<file path="src/rtl/core/wps_pkg.sv">
package wps_pkg;

    typedef struct packed {
        logic [7:0] in_byte;
        logic       in_last;
    } in_item_t;

    typedef struct packed {
        logic               out_kind;
        logic signed [15:0] sample;
        logic               chunk_start;
        logic [2:0]         status;
        logic [15:0]        channel_count;
        logic [31:0]        sample_rate;
        logic [30:0]        frame_count;
        logic               last;
    } out_item_t;

    typedef struct packed {
        logic [15:0] format;
        logic [15:0] channels;
        logic [31:0] rate;
        logic [15:0] bits;
    } fmt_t;

    typedef struct packed {
        logic               has_smp;
        logic signed [15:0] sample;
        logic               chunk_start;
        logic               smp_last;
        logic               has_rep;
        logic [2:0]         status;
        logic [15:0]        channel_count;
        logic [31:0]        sample_rate;
        logic [30:0]        numer;
    } cmd_t;

    localparam logic [31:0] FMT_ID    = 32'h2074_6d66;
    localparam logic [31:0] DATA_ID   = 32'h6174_6164;
    localparam logic [31:0] FMT_MIN   = 32'd16;
    localparam logic [3:0]  HDR_LAST  = 4'd11;
    localparam logic [2:0]  CHDR_LAST = 3'd7;
    localparam logic [15:0] FMT_PCM   = 16'd1;
    localparam logic [15:0] BITS_16   = 16'd16;

    localparam logic KIND_SAMPLE = 1'b0;
    localparam logic KIND_REPORT = 1'b1;

    localparam logic [2:0] ST_OK        = 3'd0;
    localparam logic [2:0] ST_NO_RIFF   = 3'd1;
    localparam logic [2:0] ST_SHORT_FMT = 3'd2;
    localparam logic [2:0] ST_MISSING   = 3'd3;
    localparam logic [2:0] ST_NOT_PCM   = 3'd4;
    localparam logic [2:0] ST_NOT_16BIT = 3'd5;
    localparam logic [2:0] ST_EMPTY     = 3'd6;
    localparam logic [2:0] ST_ZERO_CH   = 3'd7;

    localparam int QDEPTH = 4;
    localparam int QAW    = $clog2(QDEPTH);
    localparam int QCW    = $clog2(QDEPTH + 1);

    localparam int QUO_W = 31;
    localparam int CNT_W = $clog2(QUO_W);

    function automatic logic [7:0] sig_byte(input logic [3:0] i);
        logic [7:0] r;
        case (i)
            4'd0:    r = 8'h52;
            4'd1:    r = 8'h49;
            4'd2:    r = 8'h46;
            4'd3:    r = 8'h46;
            4'd8:    r = 8'h57;
            4'd9:    r = 8'h41;
            4'd10:   r = 8'h56;
            4'd11:   r = 8'h45;
            default: r = 8'h00;
        endcase
        return r;
    endfunction

endpackage

</file>
<file path="src/rtl/core/wps_front.sv">
module wps_front import wps_pkg::*; (
    input  logic     aclk,
    input  logic     aresetn,
    input  logic     accept,
    input  in_item_t item,
    output logic     push,
    output cmd_t     cmd
);

    typedef enum logic [5:0] {
        PH_HDR      = 6'b000001,
        PH_CHDR     = 6'b000010,
        PH_BODY     = 6'b000100,
        PH_PAD      = 6'b001000,
        PH_BADSIG   = 6'b010000,
        PH_SHORTFMT = 6'b100000
    } phase_t;

    phase_t      phase_reg, phase_next;
    logic [3:0]  idx_reg, idx_next;
    logic [31:0] id_reg, id_next;
    logic [31:0] len_reg, len_next;
    logic [31:0] left_reg, left_next;
    fmt_t        pend_reg, pend_next;
    fmt_t        kept_reg, kept_next;
    logic [31:0] kbytes_reg, kbytes_next;
    logic        ffmt_reg, ffmt_next;
    logic        fdata_reg, fdata_next;
    logic        mism_reg, mism_next;
    logic [7:0]  low_reg, low_next;
    logic        par_reg, par_next;

    logic [7:0]  b;
    logic [31:0] off;
    logic [31:0] left_dec;
    logic        done;

    always_comb begin
        phase_next  = phase_reg;
        idx_next    = idx_reg;
        id_next     = id_reg;
        len_next    = len_reg;
        left_next   = left_reg;
        pend_next   = pend_reg;
        kept_next   = kept_reg;
        kbytes_next = kbytes_reg;
        ffmt_next   = ffmt_reg;
        fdata_next  = fdata_reg;
        mism_next   = mism_reg;
        low_next    = low_reg;
        par_next    = par_reg;
        cmd         = '0;
        done        = 1'b0;
        b           = item.in_byte;
        off         = len_reg - left_reg;
        left_dec    = left_reg - 32'd1;

        unique case (phase_reg)
            PH_HDR: begin
                if ((idx_reg < 4'd4 || idx_reg > 4'd7) && idx_reg <= HDR_LAST &&
                    b != sig_byte(idx_reg)) begin
                    mism_next = 1'b1;
                end
                if (idx_reg >= HDR_LAST) begin
                    idx_next   = '0;
                    phase_next = mism_next ? PH_BADSIG : PH_CHDR;
                end else begin
                    idx_next = idx_reg + 4'd1;
                end
            end
            PH_CHDR: begin
                if (!idx_reg[2]) begin
                    id_next[{idx_reg[1:0], 3'b000} +: 8] = b;
                end else begin
                    len_next[{idx_reg[1:0], 3'b000} +: 8] = b;
                end
                if (idx_reg[2:0] == CHDR_LAST) begin
                    idx_next  = '0;
                    left_next = len_next;
                    par_next  = 1'b0;
                    if (len_next == '0) begin
                        done = 1'b1;
                    end else begin
                        phase_next = PH_BODY;
                    end
                end else begin
                    idx_next = {1'b0, idx_reg[2:0] + 3'd1};
                end
            end
            PH_BODY: begin
                if (id_reg == FMT_ID && off < FMT_MIN) begin
                    case (off[3:0])
                        4'd0:    pend_next.format[7:0]    = b;
                        4'd1:    pend_next.format[15:8]   = b;
                        4'd2:    pend_next.channels[7:0]  = b;
                        4'd3:    pend_next.channels[15:8] = b;
                        4'd4:    pend_next.rate[7:0]      = b;
                        4'd5:    pend_next.rate[15:8]     = b;
                        4'd6:    pend_next.rate[23:16]    = b;
                        4'd7:    pend_next.rate[31:24]    = b;
                        4'd14:   pend_next.bits[7:0]      = b;
                        4'd15:   pend_next.bits[15:8]     = b;
                        default: ;
                    endcase
                end
                if (id_reg == DATA_ID) begin
                    if (par_reg) begin
                        cmd.has_smp     = 1'b1;
                        cmd.sample      = {b, low_reg};
                        cmd.chunk_start = (off == 32'd1);
                        cmd.smp_last    = !item.in_last;
                        par_next        = 1'b0;
                    end else begin
                        low_next = b;
                        par_next = 1'b1;
                    end
                end
                left_next = left_dec;
                if (left_dec == '0) begin
                    done = 1'b1;
                end
            end
            PH_PAD: begin
                idx_next   = '0;
                phase_next = PH_CHDR;
            end
            default: ;
        endcase

        if (done) begin
            if (id_next == FMT_ID && len_next < FMT_MIN) begin
                phase_next = PH_SHORTFMT;
            end else begin
                if (id_next == FMT_ID) begin
                    kept_next = pend_next;
                    ffmt_next = 1'b1;
                end else if (id_next == DATA_ID) begin
                    kbytes_next = len_next;
                    fdata_next  = 1'b1;
                end
                idx_next   = '0;
                phase_next = len_next[0] ? PH_PAD : PH_CHDR;
            end
        end

        if (item.in_last) begin
            cmd.has_rep = 1'b1;
            if (phase_next == PH_HDR || phase_next == PH_BADSIG) begin
                cmd.status = ST_NO_RIFF;
            end else if (phase_next == PH_SHORTFMT) begin
                cmd.status = ST_SHORT_FMT;
            end else if (!(ffmt_next && fdata_next)) begin
                cmd.status = ST_MISSING;
            end else if (kept_next.format != FMT_PCM) begin
                cmd.status = ST_NOT_PCM;
            end else if (kept_next.bits != BITS_16) begin
                cmd.status = ST_NOT_16BIT;
            end else if (kbytes_next[31:1] == '0) begin
                cmd.status = ST_EMPTY;
            end else if (kept_next.channels == '0) begin
                cmd.status = ST_ZERO_CH;
            end else begin
                cmd.status        = ST_OK;
                cmd.channel_count = kept_next.channels;
                cmd.sample_rate   = kept_next.rate;
                cmd.numer         = kbytes_next[31:1];
            end
            phase_next  = PH_HDR;
            idx_next    = '0;
            id_next     = '0;
            len_next    = '0;
            left_next   = '0;
            pend_next   = '0;
            kept_next   = '0;
            kbytes_next = '0;
            ffmt_next   = 1'b0;
            fdata_next  = 1'b0;
            mism_next   = 1'b0;
            low_next    = '0;
            par_next    = 1'b0;
        end
    end

    assign push = accept && (cmd.has_smp || cmd.has_rep);

    always_ff @(posedge aclk) begin
        if (!aresetn) begin
            phase_reg  <= PH_HDR;
            idx_reg    <= '0;
            id_reg     <= '0;
            len_reg    <= '0;
            left_reg   <= '0;
            pend_reg   <= '0;
            kept_reg   <= '0;
            kbytes_reg <= '0;
            ffmt_reg   <= 1'b0;
            fdata_reg  <= 1'b0;
            mism_reg   <= 1'b0;
            low_reg    <= '0;
            par_reg    <= 1'b0;
        end else if (accept) begin
            phase_reg  <= phase_next;
            idx_reg    <= idx_next;
            id_reg     <= id_next;
            len_reg    <= len_next;
            left_reg   <= left_next;
            pend_reg   <= pend_next;
            kept_reg   <= kept_next;
            kbytes_reg <= kbytes_next;
            ffmt_reg   <= ffmt_next;
            fdata_reg  <= fdata_next;
            mism_reg   <= mism_next;
            low_reg    <= low_next;
            par_reg    <= par_next;
        end
    end

endmodule

</file>
<file path="src/rtl/core/wps_fifo.sv">
module wps_fifo import wps_pkg::*; (
    input  logic aclk,
    input  logic aresetn,
    input  logic push,
    input  cmd_t push_cmd,
    input  logic pop,
    output cmd_t pop_cmd,
    output logic empty,
    output logic full
);

    cmd_t             mem_reg [QDEPTH];
    logic [QAW-1:0]   wr_ptr_reg;
    logic [QAW-1:0]   rd_ptr_reg;
    logic [QCW-1:0]   count_reg;

    assign empty   = (count_reg == '0);
    assign full    = (count_reg == QCW'(QDEPTH));
    assign pop_cmd = mem_reg[rd_ptr_reg];

    always_ff @(posedge aclk) begin
        if (push) begin
            mem_reg[wr_ptr_reg] <= push_cmd;
        end
    end

    always_ff @(posedge aclk) begin
        if (!aresetn) begin
            wr_ptr_reg <= '0;
            rd_ptr_reg <= '0;
            count_reg  <= '0;
        end else begin
            if (push) begin
                wr_ptr_reg <= wr_ptr_reg + QAW'(1);
            end
            if (pop) begin
                rd_ptr_reg <= rd_ptr_reg + QAW'(1);
            end
            if (push && !pop) begin
                count_reg <= count_reg + QCW'(1);
            end else if (pop && !push) begin
                count_reg <= count_reg - QCW'(1);
            end
        end
    end

endmodule

</file>
<file path="src/rtl/core/wps_back.sv">
module wps_back import wps_pkg::*; (
    input  logic      aclk,
    input  logic      aresetn,
    input  logic      q_empty,
    input  cmd_t      q_cmd,
    output logic      q_pop,
    output logic      m_valid,
    input  logic      m_ready,
    output out_item_t m_item
);

    typedef enum logic [3:0] {
        B_IDLE = 4'b0001,
        B_SMP  = 4'b0010,
        B_DIV  = 4'b0100,
        B_REP  = 4'b1000
    } bstate_t;

    bstate_t          state_reg, state_next;
    cmd_t             ent_reg;
    logic [15:0]      rem_reg;
    logic [QUO_W-1:0] quo_reg;
    logic [CNT_W-1:0] cnt_reg;
    logic             m_valid_reg;
    out_item_t        m_item_reg;

    logic             out_free;
    logic [16:0]      shifted;
    logic             ge;
    logic             load_smp;
    logic             load_rep;
    out_item_t        smp_item;
    out_item_t        rep_item;

    assign out_free = !m_valid_reg || m_ready;
    assign q_pop    = (state_reg == B_IDLE) && !q_empty;
    assign shifted  = {rem_reg, quo_reg[QUO_W-1]};
    assign ge       = (shifted >= {1'b0, ent_reg.channel_count});
    assign load_smp = (state_reg == B_SMP) && out_free;
    assign load_rep = (state_reg == B_REP) && out_free;

    always_comb begin
        state_next = state_reg;
        unique case (state_reg)
            B_IDLE: begin
                if (!q_empty) begin
                    if (q_cmd.has_smp) begin
                        state_next = B_SMP;
                    end else begin
                        state_next = (q_cmd.status == ST_OK) ? B_DIV : B_REP;
                    end
                end
            end
            B_SMP: begin
                if (out_free) begin
                    if (!ent_reg.has_rep) begin
                        state_next = B_IDLE;
                    end else begin
                        state_next = (ent_reg.status == ST_OK) ? B_DIV : B_REP;
                    end
                end
            end
            B_DIV: begin
                if (cnt_reg == CNT_W'(QUO_W - 1)) begin
                    state_next = B_REP;
                end
            end
            B_REP: begin
                if (out_free) begin
                    state_next = B_IDLE;
                end
            end
            default: state_next = B_IDLE;
        endcase
    end

    always_comb begin
        smp_item               = '0;
        smp_item.out_kind      = KIND_SAMPLE;
        smp_item.sample        = ent_reg.sample;
        smp_item.chunk_start   = ent_reg.chunk_start;
        smp_item.last          = ent_reg.smp_last;

        rep_item               = '0;
        rep_item.out_kind      = KIND_REPORT;
        rep_item.status        = ent_reg.status;
        rep_item.channel_count = ent_reg.channel_count;
        rep_item.sample_rate   = ent_reg.sample_rate;
        rep_item.frame_count   = (ent_reg.status == ST_OK) ? quo_reg : '0;
        rep_item.last          = 1'b1;
    end

    always_ff @(posedge aclk) begin
        if (q_pop) begin
            ent_reg <= q_cmd;
            quo_reg <= q_cmd.numer;
            rem_reg <= '0;
            cnt_reg <= '0;
        end else if (state_reg == B_DIV) begin
            rem_reg <= ge ? 16'(shifted - {1'b0, ent_reg.channel_count}) : shifted[15:0];
            quo_reg <= {quo_reg[QUO_W-2:0], ge};
            cnt_reg <= cnt_reg + CNT_W'(1);
        end
    end

    always_ff @(posedge aclk) begin
        if (load_smp) begin
            m_item_reg <= smp_item;
        end else if (load_rep) begin
            m_item_reg <= rep_item;
        end
    end

    always_ff @(posedge aclk) begin
        if (!aresetn) begin
            state_reg   <= B_IDLE;
            m_valid_reg <= 1'b0;
        end else begin
            state_reg <= state_next;
            if (load_smp || load_rep) begin
                m_valid_reg <= 1'b1;
            end else if (m_ready) begin
                m_valid_reg <= 1'b0;
            end
        end
    end

    assign m_valid = m_valid_reg;
    assign m_item  = m_item_reg;

endmodule

</file>
<file path="src/rtl/core/wav_pcm16_stream_parser_top.sv">
// Path: a sample passes the command queue, the back-end entry register and the output
//   register once its high byte is accepted; the report of a good file also waits for
//   the bit-serial frame divider.
// Throughput: one byte per cycle while the 4-entry command queue has room; the back end
//   pops a queue entry only when idle, after handing the last one to the output register.
// Reset: synchronous, active-low aresetn clears parser, queue pointers and output valid.
//   After each report the parser is back in its header phase for the next file.
module wav_pcm16_stream_parser_top import wps_pkg::*; (
    input  logic      aclk,
    input  logic      aresetn,
    input  logic      s_valid,
    output logic      s_ready,
    input  in_item_t  s_item,
    output logic      m_valid,
    input  logic      m_ready,
    output out_item_t m_item
);

    logic accept;
    logic push;
    cmd_t push_cmd;
    logic pop;
    cmd_t pop_cmd;
    logic q_empty;
    logic q_full;

    assign s_ready = !q_full;
    assign accept  = s_valid && s_ready;

    wps_front u_front (
        .aclk    (aclk),
        .aresetn (aresetn),
        .accept  (accept),
        .item    (s_item),
        .push    (push),
        .cmd     (push_cmd)
    );

    wps_fifo u_fifo (
        .aclk     (aclk),
        .aresetn  (aresetn),
        .push     (push),
        .push_cmd (push_cmd),
        .pop      (pop),
        .pop_cmd  (pop_cmd),
        .empty    (q_empty),
        .full     (q_full)
    );

    wps_back u_back (
        .aclk    (aclk),
        .aresetn (aresetn),
        .q_empty (q_empty),
        .q_cmd   (pop_cmd),
        .q_pop   (pop),
        .m_valid (m_valid),
        .m_ready (m_ready),
        .m_item  (m_item)
    );

endmodule

</file>
<file path="config.mk">
export PLATFORM = sky130hd
export DESIGN_NAME = wav_pcm16_stream_parser_top
export DESIGN_NICKNAME = d
export VERILOG_FILES = /design/src/rtl/core/wps_pkg.sv /design/src/rtl/core/wps_front.sv /design/src/rtl/core/wps_fifo.sv /design/src/rtl/core/wps_back.sv /design/src/rtl/core/wav_pcm16_stream_parser_top.sv
export SDC_FILE = /design/constraint.sdc
export NUM_CORES = 2
export LEC_CHECK = 0
export BUFFER_PORTS_ARGS = -buffer_cell sky130_fd_sc_hd__buf_2
export CORE_MARGIN = 5
export CORE_UTILIZATION = 54
export DETAILED_ROUTE_END_ITERATION = 16
export GPL_ROUTABILITY_DRIVEN = 0
export PLACE_DENSITY = 0.72
export SLEW_MARGIN = 10
export SYNTH_ARGS = -nofsm -noshare
export SYNTH_HDL_FRONTEND = slang
export SYNTH_SLANG_ARGS = --single-unit
</file>
<file path="constraint.sdc">
create_clock -name aclk -period 5.85 [get_ports aclk]
set_clock_uncertainty 0.05 [all_clocks]
set_input_delay 1.755 -clock aclk [delete_from_list [all_inputs] [get_ports aclk]]
set_output_delay 1.755 -clock aclk [all_outputs]
set_load 0.005 [all_outputs]
</file>
Word level (Yosys, flattened, before mapping)
Memory sizes are Yosys's and may differ from the RTL's. A register that Yosys moved wholly into a read port is not among the register bits. Index checks and enable logic that the tools add are counted.

Add/subtract/negate cells: 11. Multipliers: 0. Divide/modulo/power cells: 0. Magnitude comparators: 7. Equality and inequality tests: 38. Shift-type cells: 2. Multiplexer cells: 119. Bitwise operators: 0. Reduce and logical (&&, ||, !) cells: 44.

Operator list (count): $mux W80 (7); $mux W79 (7); $mux W32 (14); $mux W100 (2); $mux W8 (15); $mux W31 (3); $mux W83 (1); $bwmux W32 (2); $eq A32 B30 Y1 const B (2); $eq A32 B31 Y1 const B (2); $logic_not A32 Y1 (2); $lt A32 B5 Y1 const B (2); $pmux W32 S2 (1); $mux W4 (15); $mux W19 (3); $mux W6 (6); $eq A32 B1 Y1 const B (1); $shift A8 B7 Y32 const A (1); $shiftx A8 B7 Y32 (1); $sub A32 B1 Y32 const B (1); $sub A32 B32 Y32 (1); $logic_not A31 Y1 (1); $mux W3 (10); $mux W1 (24); 48 further kinds (97).

Flip-flop bits (word level): 544. Bits in latches: 0. Bits in writable memories: 408. ROM bits: 96. Output and inout bits: 103. Memories kept: 2.

Memories: u_fifo.mem_reg (words 4, bits a word 102, read ports 1, clocked after memory_dff 1, write ports 1, RTL line wps_fifo.sv:12) `cmd_t mem_reg [QDEPTH];`; (no name shown) (words 16, bits a word 6, read ports 1, clocked after memory_dff 1, write ports 0, RTL line wps_pkg.sv:67) `case (i)`.

Depth between registers and ports, before layout
Depth after elaboration: 25. Gate-level depth with buffers: 26. Gate-level depth less buffers: 18.

Cells and area by module
A second synthesis with hierarchy kept.

Cell total of the unflattened synthesis: 4211. Area, all modules: 45368.5 um2.

By module, submodules not included: wps_front (instances 1, cells an instance 2810, area each 21259.1 um2, seq. area each 6306.0 um2); wps_fifo (instances 1, cells an instance 575, area each 15157.0 um2, seq. area each 12431.9 um2); wps_back (instances 1, cells an instance 824, area each 8942.3 um2, seq. area each 5755.5 um2); wav_pcm16_stream_parser_top (instances 1, cells an instance 2, area each 10.0 um2, seq. area each 0.0 um2).

Worst setup path after synthesis
Ideal clock, no wire load.

Kind: register to register. From: register u_front.len_reg[0]. To: memory u_fifo.mem_reg[0][31] in the netlist's numbering, data pin. Library setup time: 217 ps. Data arrival time: 5794 ps. Slack: -211 ps. Cell stages (with the launch flop): 22. Buffers on the path: 4. Path through: dfxtp_1 -> inv_1 -> ha_1 -> fa_1 -> nand2b_1 -> a211oi_4 -> o21ai_2 -> a2111oi_1 -> o31ai_1 -> a22oi_1 -> or4b_1 -> buf_2 -> nor4_1 -> clkbuf_1 -> mux2_2 -> a211oi_1 -> nor2_1 -> or4_4 -> or4_1 -> buf_2 -> buf_2 -> a211oi_1.

RTL lines: start: declaration (RTL line wps_front.sv:22) `logic [31:0] len_reg, len_next;`; start signal: assignment (RTL line wps_front.sv:205) `len_reg <= len_next;`; end: declaration (RTL line wps_fifo.sv:12).

==> results by group <==
Timing
  • Finish-stage setup viols: 280
  • Fin crit share: 102%
  • Hold slack final: around 0.40 ns
  • Highest clock rate: ~170 MHz
  • Fin Setup TNS: -12.78 ns
  • RSZ-0062 raised after global routing: true
  • Rel. slew slack: between 20 and 25%
  • Final Critical Period: 5.99 ns
  • Worst Max-Slew Pin Slew: about 1.1 ns
  • Final hold viol count: 0
  • Fin worst setup slack: -0.140 ns
  • Fin. max-slew vios: 0

Final layout
  • Fillers: just under 6000
  • Seq. cell area: about 0.025 sq mm
  • Most frequent cells in the layout: 527 x edfxtp_1, 518 x buf_4, 481 x nand2_1, 428 x dfxtp_1, 245 x nor2_1
  • Number of flip-flops in the largest register: 408
  • Post-layout util: 66.8%
  • Fraction of layout cells with a size suffix above 1: 25.0%
  • Final nets: between 4000 and 5000
  • Multi-input logic area: just over 0.02 sq mm
  • Final design area excluding fillers: 0.0549 sq mm
  • Area Growth Syn to Fin: 22.5%
  • Commonest non-fill, non-tap cell in the layout: edfxtp_1
  • ANT cells: 0

Power
  • P_int: ~0.013 W
  • Sequential power share: between 40% and 50%
  • Static leakage: 19.9 nW
  • Clock share of power: 33.9%
  • Worst VDD drop: 0.000375 V
  • Switching pwr: around 0.0051 W
  • Switching part of the total: approximately 29%
  • Gate power share: a little under a fifth
  • Pwr Density: around 330 mW/mm^2
  • Pwr Total: 0.0180 W

Clocking
  • H-tree level count: 3
  • Worst-skew pair later-pin latency: ~0.67 ns
  • CTS Hold Bufs: 0
  • Clock-pin slew on the worst setup and hold paths: about 0.060 ns
  • CTS Buffer Depth: 3
  • CTS tree: done
  • Root buf cell: clkbuf_16
  • Sink Count: 960
  • TritonCTS buffer count: between 90 and 100

Global routing
  • Vias in the first global route: ~34000
  • Initial antenna violation count: 1
  • Largest net degree at the start of global routing: approximately 120
  • GRT Overall Usage: 28.6%
  • Gr ovfl total: 0
  • First-pass GRT wire length: between 200000 and 250000 microns

Worst setup path
  • CP arrival: between 6 and 7 ns
  • Startpoint Class: flip-flop
  • Max Fanout on Critical Path: 6
  • Element type at the critical path end: flip-flop
  • Crit path kind: flip-flop to flip-flop
  • Crit path from: u_front.len_reg[0]
  • Worst R2R Start: u_front.len_reg[0]
  • CP Data Required Time: between 6 and 7 ns

Placement
  • Placed Area: around 0.05 sq mm
  • # port buffers: 115
  • HPWL Detailed: 88600 microns

Synth
  • Avg Cell Area, Syn: between 10 and 15 sq um
  • Async set or reset register ratio after synthesis: 0%
  • #FFs+latches synth: 960
  • Main synth FF type: edfxtp_1
  • Ys Warns: 0
  • Synthesized area: roughly 0.045 sq mm
  • Post-synth EDFFs: 527
  • Distinct cells, synth: between 90 and 100
  • Post-synthesis sequential area ratio: between 50% and 60%
  • Synth Net Count: ~4200
  • Mapped Cells: ~4000

Status
  • Status: finished with violations
  • Failing checks: setup timing

Floorplan
  • Top Ports: about 120
  • Die Ht: 298 microns
  • Initial Util: about 55%
  • Area of the die: slightly below 0.09 sq mm
  • Die Wd: 298 microns
  • Core Area: between 0.08 and 0.09 sq mm
  • Num rows: 105

Worst hold path
  • Hold path start: u_back.m_item[76]
  • Worst hold path type: flip-flop to flip-flop

Job
  • Maxcap violations: 0

Route
  • WL/cell: roughly 23 microns
  • Drc violations: 0
  • DR iter-0 viols: 4414
  • Via count: 35691
  • Total detailed-routing wirelength: ~130000 microns
  • Vias per cell: 6.19
  • DRT antenna net count: 0
  • Router iterations before antenna repair: 8
## critical path, cell delays in order (launching register included)
cell	delay [ns]
dfxtp_2	0.34
inv_2	0.06
ha_4	0.16
fa_2	0.39
nand2b_4	0.16
a211oi_4	0.31
o21ai_2	0.14
a211o_1	0.31
a31oi_2	0.20
xor2_1	0.10
or4bb_1	0.55
buf_6	0.17
buf_8	0.14
nor4_4	0.16
buf_6	0.18
buf_4	0.13
mux2i_1	0.16
o21ai_0	0.12
or2_4	0.25
or4_4	0.50
or4_4	0.52
buf_12	0.18
buf_12	0.14
buf_8	0.13
a211oi_4	0.25
## metrics by stage
| stage | worst slack, ns | cells |
|---|---|---|
| 5_1_grt | -0.300 | 5765 |
| 3_5_place_dp | -0.724 | 5529 |
| 6_report | -0.140 | 5765 |
| 2_1_floorplan | -0.0525 | 4102 |
| 4_1_cts | -0.113 | 5736 |
| 3_3_place_gp | -0.578 | 5529 |
## routing by layer
| layer | track usage [%] | part of all wire, % | up-vias |
|---|---|---|---|
| met2 | 44.8 | 45 | 1815 |
| met5 | 0 | 0 | - |
| met3 | 5.85 | 9.3 | 356 |
| li1 | - | - | 16138 |
| met1 | 40.0 | 41 | 17382 |
| met4 | 10.4 | 4.1 | 0 |
## logic make-up (layout without fill, tap and decap cells)
logic type	after synthesis	after routing	synth area share [%]
multiplexers	266	266	8.84
AO/OA/AOI/OAI	886	886	13.2
AND/OR/NAND/NOR	1521	1521	17.4
adder cells (fa/ha/maj)	67	67	1.91
flip-flops	960	960	54.6
buffers and inverters	351	944	3.03
XOR/XNOR	51	51	0.996
## repair_timing
action                     in CTS  in global routing
setup endpoints to repair     328                351
gates resized for setup       151                120
setup buffers                  24                 26
cloned                          3                  3
pin swaps                      38                 46
## power groups by stage
| stage | logic [W] | clock network (W) | registers (W) |
|---|---|---|---|
| 2_1_floorplan | 0.00210 | 0 | 0.00857 |
| 3_3_place_gp | 0.00313 | 0 | 0.00871 |
| 3_5_place_dp | 0.00321 | 0 | 0.00874 |
| 4_1_cts | 0.00328 | 0.00616 | 0.00861 |
| 5_1_grt | 0.00357 | 0.00644 | 0.00868 |
| 6_report | 0.00328 | 0.00608 | 0.00860 |
## cells in the mapped netlist, types with 20 or more instances
library cell  count  share of area [%]
mux2i_1         141                3.1
o21ai_0         190                2.1
nor3_1           65               0.73
nor2_1          270                2.3
buf_2            20               0.22
nand2b_1         21               0.29
nor2b_1         215                3.0
a22oi_1         168                2.8
edfxtp_1        527                 35
a211oi_1         49               0.82
buf_1            26               0.22
and3_1           23               0.32
xor2_1           20               0.39
nor4_1           49               0.68
o21ai_1          20               0.22
a22o_1           35               0.68
a21boi_0         33               0.55
nand4_1          47               0.66
nand3_1          58               0.65
nand2_1         485                4.1
and2_1          146                2.0
mux2_2           22               0.55
dfxtp_1         433                 19
mux4_2          102                5.1
inv_1            88               0.74
a21oi_1         177                2.0
ha_1             63                1.8
o21a_1           27               0.45
or3_1            21               0.29
xnor2_1          31               0.61
clkbuf_1        214                1.8
## final timing paths
path,slack (ns),cells after the start,end
setup reg to reg,-0.14,24,u_fifo.mem_reg[0][77]
setup / recovery,-0.14,24,u_fifo.mem_reg[0][77]
hold reg to reg,0.40,2,u_back.m_item[76]
hold / removal,0.40,2,u_back.m_item[76]
## area by class of cell
| type | instances | share of cell area [%] |
|---|---|---|
| timing repair buffer | 674 | 9.47 |
| sequential | 960 | 44.6 |
| inverter | 89 | 0.613 |
| tap | 1070 | 2.44 |
| clock inverter | 42 | 0.758 |
| clock buffer | 139 | 4.99 |
| multi-input combinational | 2791 | 37.1 |
(Power assumes the default switching activity.)
